### config.mk
export PLATFORM = sky130hd
export DESIGN_NAME = ntsp_cordic_step
export DESIGN_NICKNAME = d
export VERILOG_FILES = /design/src/sv/nearest_target_standoff_point_top_assert.svh /design/src/sv/ntsp_pkg.sv /design/src/sv/ntsp_cordic_step.sv
export SDC_FILE = /design/constraint.sdc
export NUM_CORES = 1
export LEC_CHECK = 0
export ABC_AREA = 0
export BUFFER_PORTS_ARGS = -buffer_cell sky130_fd_sc_hd__buf_2
export CAP_MARGIN = 30
export CELL_PAD_IN_SITES_DETAIL_PLACEMENT = 0
export CELL_PAD_IN_SITES_GLOBAL_PLACEMENT = 2
export CORE_MARGIN = 3
export CORE_UTILIZATION = 35
export DETAILED_ROUTE_END_ITERATION = 10
export GPL_ROUTABILITY_DRIVEN = 0
export PLACE_DENSITY_LB_ADDON = 0.12
export SLEW_MARGIN = 20
export SYNTH_ARGS = -nofsm -noshare
export SYNTH_HDL_FRONTEND = slang
export SYNTH_SLANG_ARGS = --single-unit
### constraint.sdc
create_clock -name vclk -period 7.25
set_input_delay 0.725 -clock vclk [all_inputs]
set_output_delay 0.725 -clock vclk [all_outputs]
set_load 0.005 [all_outputs]
### src/sv/nearest_target_standoff_point_top_assert.svh
// Assertion macros for the nearest target standoff point block.
// Used by the top level only; expects clk and rst_n in scope.
`ifndef NEAREST_TARGET_STANDOFF_POINT_TOP_ASSERT_SVH
`define NEAREST_TARGET_STANDOFF_POINT_TOP_ASSERT_SVH

// Same-cycle implication, masked while reset is applied
`define NTSP_ASSERT_IMPLIES(name, ante, cons, msg) \
  name: assert property (@(posedge clk) disable iff (!rst_n) (ante) |-> (cons)) \
    else $error(msg);

// Next-cycle implication, masked while reset is applied
`define NTSP_ASSERT_NEXT(name, ante, cons, msg) \
  name: assert property (@(posedge clk) disable iff (!rst_n) (ante) |=> (cons)) \
    else $error(msg);

`endif

### src/sv/ntsp_pkg.sv
// Shared types, constants and the CORDIC arctangent table for the
// nearest target standoff point block. No dependencies.
`default_nettype none

package ntsp_pkg;

  // Fixed field widths
  localparam int COORD_W   = 31;
  localparam int DIFF_W    = 32;
  localparam int RADIUS_W  = 24;
  localparam int YAW_W     = 17;
  localparam int QUAT_W    = 16;

  // CORDIC datapath widths: vectors in 36 bits, angles in 2^-16 rad over 20 bits
  localparam int XY_W      = 36;
  localparam int Z_W       = 20;
  localparam int TAB_LEN   = 24;
  localparam int TAB_IDX_W = 5;

  // Angle and scale constants
  localparam logic signed [Z_W-1:0]  ANG_PI      = 20'sd205887;
  localparam logic signed [Z_W-1:0]  ANG_HALF_PI = 20'sd102944;
  localparam logic signed [16:0]     YAW_PI      = 17'sd25736;
  localparam logic signed [XY_W-1:0] GAIN_Q30    = 36'sd652032874;
  localparam logic signed [19:0]     Q14_ONE     = 20'sd16384;

  // Control of the shared CORDIC step unit
  typedef struct packed {
    logic                 vectoring;
    logic [TAB_IDX_W-1:0] shift;
  } cordic_ctl_t;

  // atan(2^-i) in units of 2^-16 rad
  function automatic logic signed [Z_W-1:0] arc_angle(input logic [TAB_IDX_W-1:0] idx);
    logic signed [Z_W-1:0] a;
    case (idx)
      5'd0:    a = 20'sd51472;
      5'd1:    a = 20'sd30386;
      5'd2:    a = 20'sd16055;
      5'd3:    a = 20'sd8150;
      5'd4:    a = 20'sd4091;
      5'd5:    a = 20'sd2047;
      5'd6:    a = 20'sd1024;
      5'd7:    a = 20'sd512;
      5'd8:    a = 20'sd256;
      5'd9:    a = 20'sd128;
      5'd10:   a = 20'sd64;
      5'd11:   a = 20'sd32;
      5'd12:   a = 20'sd16;
      5'd13:   a = 20'sd8;
      5'd14:   a = 20'sd4;
      5'd15:   a = 20'sd2;
      5'd16:   a = 20'sd1;
      default: a = '0;
    endcase
    return a;
  endfunction

endpackage

`default_nettype wire

### src/sv/ntsp_cordic_step.sv
// One CORDIC micro-rotation, shared by vectoring (atan2) and rotation (cos/sin).
// Depends on ntsp_pkg for widths, the control struct and the angle table.
`default_nettype none

module ntsp_cordic_step (
  input  var ntsp_pkg::cordic_ctl_t                ctl,
  input  wire logic signed [ntsp_pkg::XY_W-1:0]    x_in,
  input  wire logic signed [ntsp_pkg::XY_W-1:0]    y_in,
  input  wire logic signed [ntsp_pkg::Z_W-1:0]     z_in,
  output logic signed [ntsp_pkg::XY_W-1:0]         x_out,
  output logic signed [ntsp_pkg::XY_W-1:0]         y_out,
  output logic signed [ntsp_pkg::Z_W-1:0]          z_out
);

  logic signed [ntsp_pkg::XY_W-1:0] x_sh;
  logic signed [ntsp_pkg::XY_W-1:0] y_sh;
  logic signed [ntsp_pkg::Z_W-1:0]  ang;
  logic                             up;

  assign x_sh = x_in >>> ctl.shift;
  assign y_sh = y_in >>> ctl.shift;
  assign ang  = ntsp_pkg::arc_angle(ctl.shift);

  // Vectoring drives y toward zero; rotation drives the residual angle toward zero
  assign up = ctl.vectoring ? ~y_in[ntsp_pkg::XY_W-1] : z_in[ntsp_pkg::Z_W-1];

  // Rotate one step in the chosen direction
  always_comb begin
    if (up) begin
      x_out = x_in + y_sh;
      y_out = y_in - x_sh;
      z_out = z_in + ang;
    end else begin
      x_out = x_in - y_sh;
      y_out = y_in + x_sh;
      z_out = z_in - ang;
    end
  end

endmodule

`default_nettype wire

Word level (Yosys, flattened, before mapping)
Memories as Yosys holds them, arrays and structs flattened. Index checks and enable logic that the tools add are counted.

Register bits: 0. Memory bits (read-only): 512. Input port bits: 98. Output and inout port bits: 92. Word-level logic and storage cells: 14. Memories kept: 1.

$add $sub $neg: 6. Shifts and indexed selects: 2. Mux-type cells: 4. Bitwise operators: 1.

Memory list: (no name shown) (words 32, bits a word 16, rd ports 1, clocked after Yosys merged registers in 0, wr ports 0, RTL line ntsp_pkg.sv:36) `case (idx)`.

Operators with widths (number): $add A36 B36 Y36 (2); $mux W36 (2); $sshr A36 B5 Y36 (2); $sub A36 B36 Y36 (2); $add A20 B20 Y20 (1); $mux W20 (1); $sub A20 B20 Y20 (1); $mux W1 (1); $not A1 Y1 (1).

Longest topological paths before layout
Depth in word-level cells: 3. Mapped depth: 28.

Least setup slack after synthesis
Ideal clock, no wire load.

Path type: input to output. From: input port ctl[4] (netlist bit). To: output port x_out[34] (netlist bit). Data arrival time: 5689 ps. Required time: 6525 ps. Path slack: 836 ps. Stages: 21. Path buffers: 2. Cells stage by stage: clkbuf_1 > clkbuf_1 > mux4_2 > mux4_2 > o22a_1 > or3_4 > nor4_4 > and2_1 > nor2_1 > xor2_1 > ha_1 > a21o_1 > a21o_1 > a2111o_1 > o22a_1 > and3_1 > a21oi_1 > o21ai_0 > o21a_1 > nor2_1 > xnor2_1.

Word-level cells in the longest chain between the ends: 3.

RTL lines: start, declared (RTL line ntsp_cordic_step.sv:6) `input var ntsp_pkg::cordic_ctl_t ctl,`; $sshr A36 B5 Y36 * (RTL line ntsp_cordic_step.sv:21) `assign y_sh = y_in >>> ctl.shift;`; $sub A36 B36 Y36 or $add A36 B36 Y36 (tied branches) (RTL line ntsp_cordic_step.sv:34, ntsp_cordic_step.sv:30); $mux W36 * (RTL line ntsp_cordic_step.sv:29) `if (up) begin`; end, declared (RTL line ntsp_cordic_step.sv:10) `output logic signed [ntsp_pkg::XY_W-1:0] x_out,`.

Every way passes the cells marked *; elsewhere a longest branch is shown, timed or not.

Worst setup path in the final report
From: input port ctl[0] (netlist bit). To: output port x_out[34] (netlist bit).

Same word-level chain as after synthesis.

==> summary.txt <==
Power and ir drop
  • Combinational share of power: 100.0%
  • Psw: 0.00111 W
  • Total Power: 0.00204 W
  • Reg power frac: 0%
  • Power Internal: 0.000931 W
  • Worst vdd ir: 0.0753 mV
  • Clock share of power: 0%
  • Sw frac: 54.4%
  • Pwr dens: 149 nW/µm²
  • Lkg Pwr: 5.95 nW

Place
  • DP Area: 13600 µm²
  • Port buffer count: 190
  • DP Worst Slack: 0.0580 ns
  • Post-DP HPWL: 40.7 mm

Job
  • Max cap viols: 0

Worst setup path
  • Crit path DAT: 6.28 ns
  • Setup CP Type: in -> out
  • Critical path required time: 6.52 ns
  • Crit end category: output port
  • CP Launch Type: primary input
  • Crit Path Max Fanout: 23

Timing
  • Fmax: 0.143 GHz
  • Final Hold Fails: 0
  • Final worst slack: 0.245 ns
  • Rel. slew slack: 51.7%
  • Final worst path period share: 96.6%
  • Setup Viol. Count Final: 0
  • Min Clock Period, post-route: 7.01 ns
  • Slew Viols, Final: 0
  • Tightest Pin Transition: 0.715 ns

Global routing
  • Initial antenna violation count: 0
  • Grt ovf: 0
  • First-pass GRT wire length: 76.9 mm
  • GRT Overall Usage: 27.0%
  • Number of global-route vias before repair: 13100
  • Largest net degree at the start of global routing: 49

Floorplanning
  • Core ar.: 32700 µm²
  • Ports: 190
  • Die Span X: 189 µm
  • Initial Utilization: 35.6%
  • Placement Rows: 66
  • Die height: 189 µm
  • Die area: 35500 µm²

Synth
  • Gate Count Post-Synth: 1514
  • Netlist cell types: 106
  • Share of the synthesized area in the top cell type: 14.3%
  • Synth cell count leaders: nand2_1, a21oi_1, nor2_1
  • Mapped cell area: 11700 µm²
  • Seq/Total Area, Yosys: 0%
  • Synth top area cells: mux4_2, ha_1, xnor2_1
  • Syn Nets: 1715
  • Most common cell in the netlist: nand2_1
  • Warnings, synthesis: 0
  • Syn_area_per_cell: 7.70 µm²
  • Yosys top cell by area: mux4_2

Detailed routing
  • Vias: 13400
  • DRT antenna net count: 0
  • Wire per inst: 23.3 µm
  • Top Layer Used: met4
  • First-iteration detailed-routing DRC count: 1271
  • Routed vias/inst: 6.19
  • Remaining DRCs: 0
  • Met1 wire length: 21.9 mm
  • Routed wl met2: 21.8 mm
  • Drt pass-1 iters: 5
  • Met3 routed wirelength: 4.79 mm
  • Total wire length: 50.5 mm

Cells and area
  • Register area: 0 µm²
  • Fill cells: 3523
  • Final nets: 1931
  • CLK BUF: 0
  • Post-route cell area: 13700 µm²
  • Seq_cells: 0
  • Ant diodes: 0
  • Share of cells above drive strength 1: 26.2%
  • Area grow syn2layout: 17.2%
  • Multi-input gate area: 11100 µm²

Clocking
  • Hold bufs inserted after CTS: 0

Min path
  • Hold Crit Class: in -> out

Outcome
  • Status: finished, final reports clean
path summary, 6_finish.rpt:
kind	startpoint	to	slack, ns	cells after the start
worst min-delay path	z_in[0]	z_out[0]	1.75	3
worst max-delay path	ctl[0]	x_out[34]	0.24	24
logic make-up (layout without fill, tap and decap cells):
group                      Yosys count  in the layout  synth area share (%)
and+or+nand+nor                    457            457                  19.4
xor gates and xnor gates           161            161                  12.1
buffers and inverters              132            346                  5.68
muxes                              173            173                  23.5
AOI/OAI and AO/OA                  488            488                  28.1
adders and majority gates          103            103                  11.2
critical path: stages:
cell and delay, ns:
buf_12 0.15, buf_4 0.20, buf_4 0.16, nor3_1 0.18, mux2_2 0.45, mux2i_2 0.27, a222oi_1 0.25, or3_4 0.45
nor4_4 0.38, and2_2 0.28, nand3b_1 0.11, mux2i_1 0.13, o211ai_1 0.21, ha_1 0.31, a21o_1 0.21, a2111o_1 0.43
o22a_1 0.26, and3_1 0.19, a21oi_1 0.19, o21ai_0 0.16, o21a_1 0.19, nor2_1 0.11, xnor2_1 0.13, buf_2 0.14
metrics by stage:
| stage | hold slack [ns] | cells | util [%] | TNS, ns |
|---|---|---|---|---|
| after floorplan | 1.57 | 1514 | - | 0 |
| after global placement | 1.74 | 2168 | 41.5 | -0.0226 |
| after detailed placement | 1.75 | 2168 | 41.5 | 0 |
| after CTS | 1.75 | 2168 | 41.5 | 0 |
| after global routing | 1.78 | 2170 | 41.8 | -0.00803 |
| final | 1.75 | 2170 | 41.8 | 0 |
per-layer routing:
metal  vias to the layer above  track usage [%]
li1                       6218                -
met1                      6364             38.2
met2                       740             42.6
met3                       106             3.80
met4                         0             8.45
met5                         -                0
cells in the final DEF, fill, tap and decap left out, types with 11 or more instances in the layout:
| cell | instances |
|---|---|
| or3_1 | 11 |
| and3_1 | 17 |
| xnor2_1 | 110 |
| nor2b_1 | 21 |
| o31ai_1 | 11 |
| o21bai_1 | 15 |
| mux2_2 | 33 |
| o22ai_1 | 23 |
| o21a_1 | 12 |
| nor2_1 | 116 |
| buf_2 | 187 |
| nand2_1 | 133 |
| mux2i_1 | 58 |
| a21o_1 | 51 |
| nand3_1 | 31 |
| buf_4 | 99 |
| a21oi_1 | 130 |
| mux4_2 | 74 |
| nand2b_1 | 24 |
| a211oi_1 | 16 |
| ha_1 | 100 |
| inv_1 | 45 |
| nor3_1 | 29 |
| xor2_1 | 51 |
| o21ai_0 | 84 |
| a31oi_1 | 20 |
| nand4_1 | 11 |
cell type report:
class                      instances  area share, %
multi-input combinational       1382           80.9
timing repair buffer             297           13.7
tap                              442           4.05
inverter                          49           1.38
power groups by stage:
| stage | logic, W | clock network, W | registers [W] |
|---|---|---|---|
| floorplan | 0.00131 | 0 | 0 |
| global placement | 0.00201 | 0 | 0 |
| detailed placement | 0.00201 | 0 | 0 |
| CTS | 0.00202 | 0 | 0 |
| global route | 0.00224 | 0 | 0 |
| finish | 0.00204 | 0 | 0 |
repair_timing:
| action | CTS | global route |
|---|---|---|
| hold endpoints to repair | 0 | 0 |
| setup endpoints to repair | 1 | 14 |
| buffers inserted | 0 | 2 |
| resized for setup | 1 | 21 |
| pin swaps | 0 | 1 |
No activity file was read; power rests on OpenSTA's default activity.
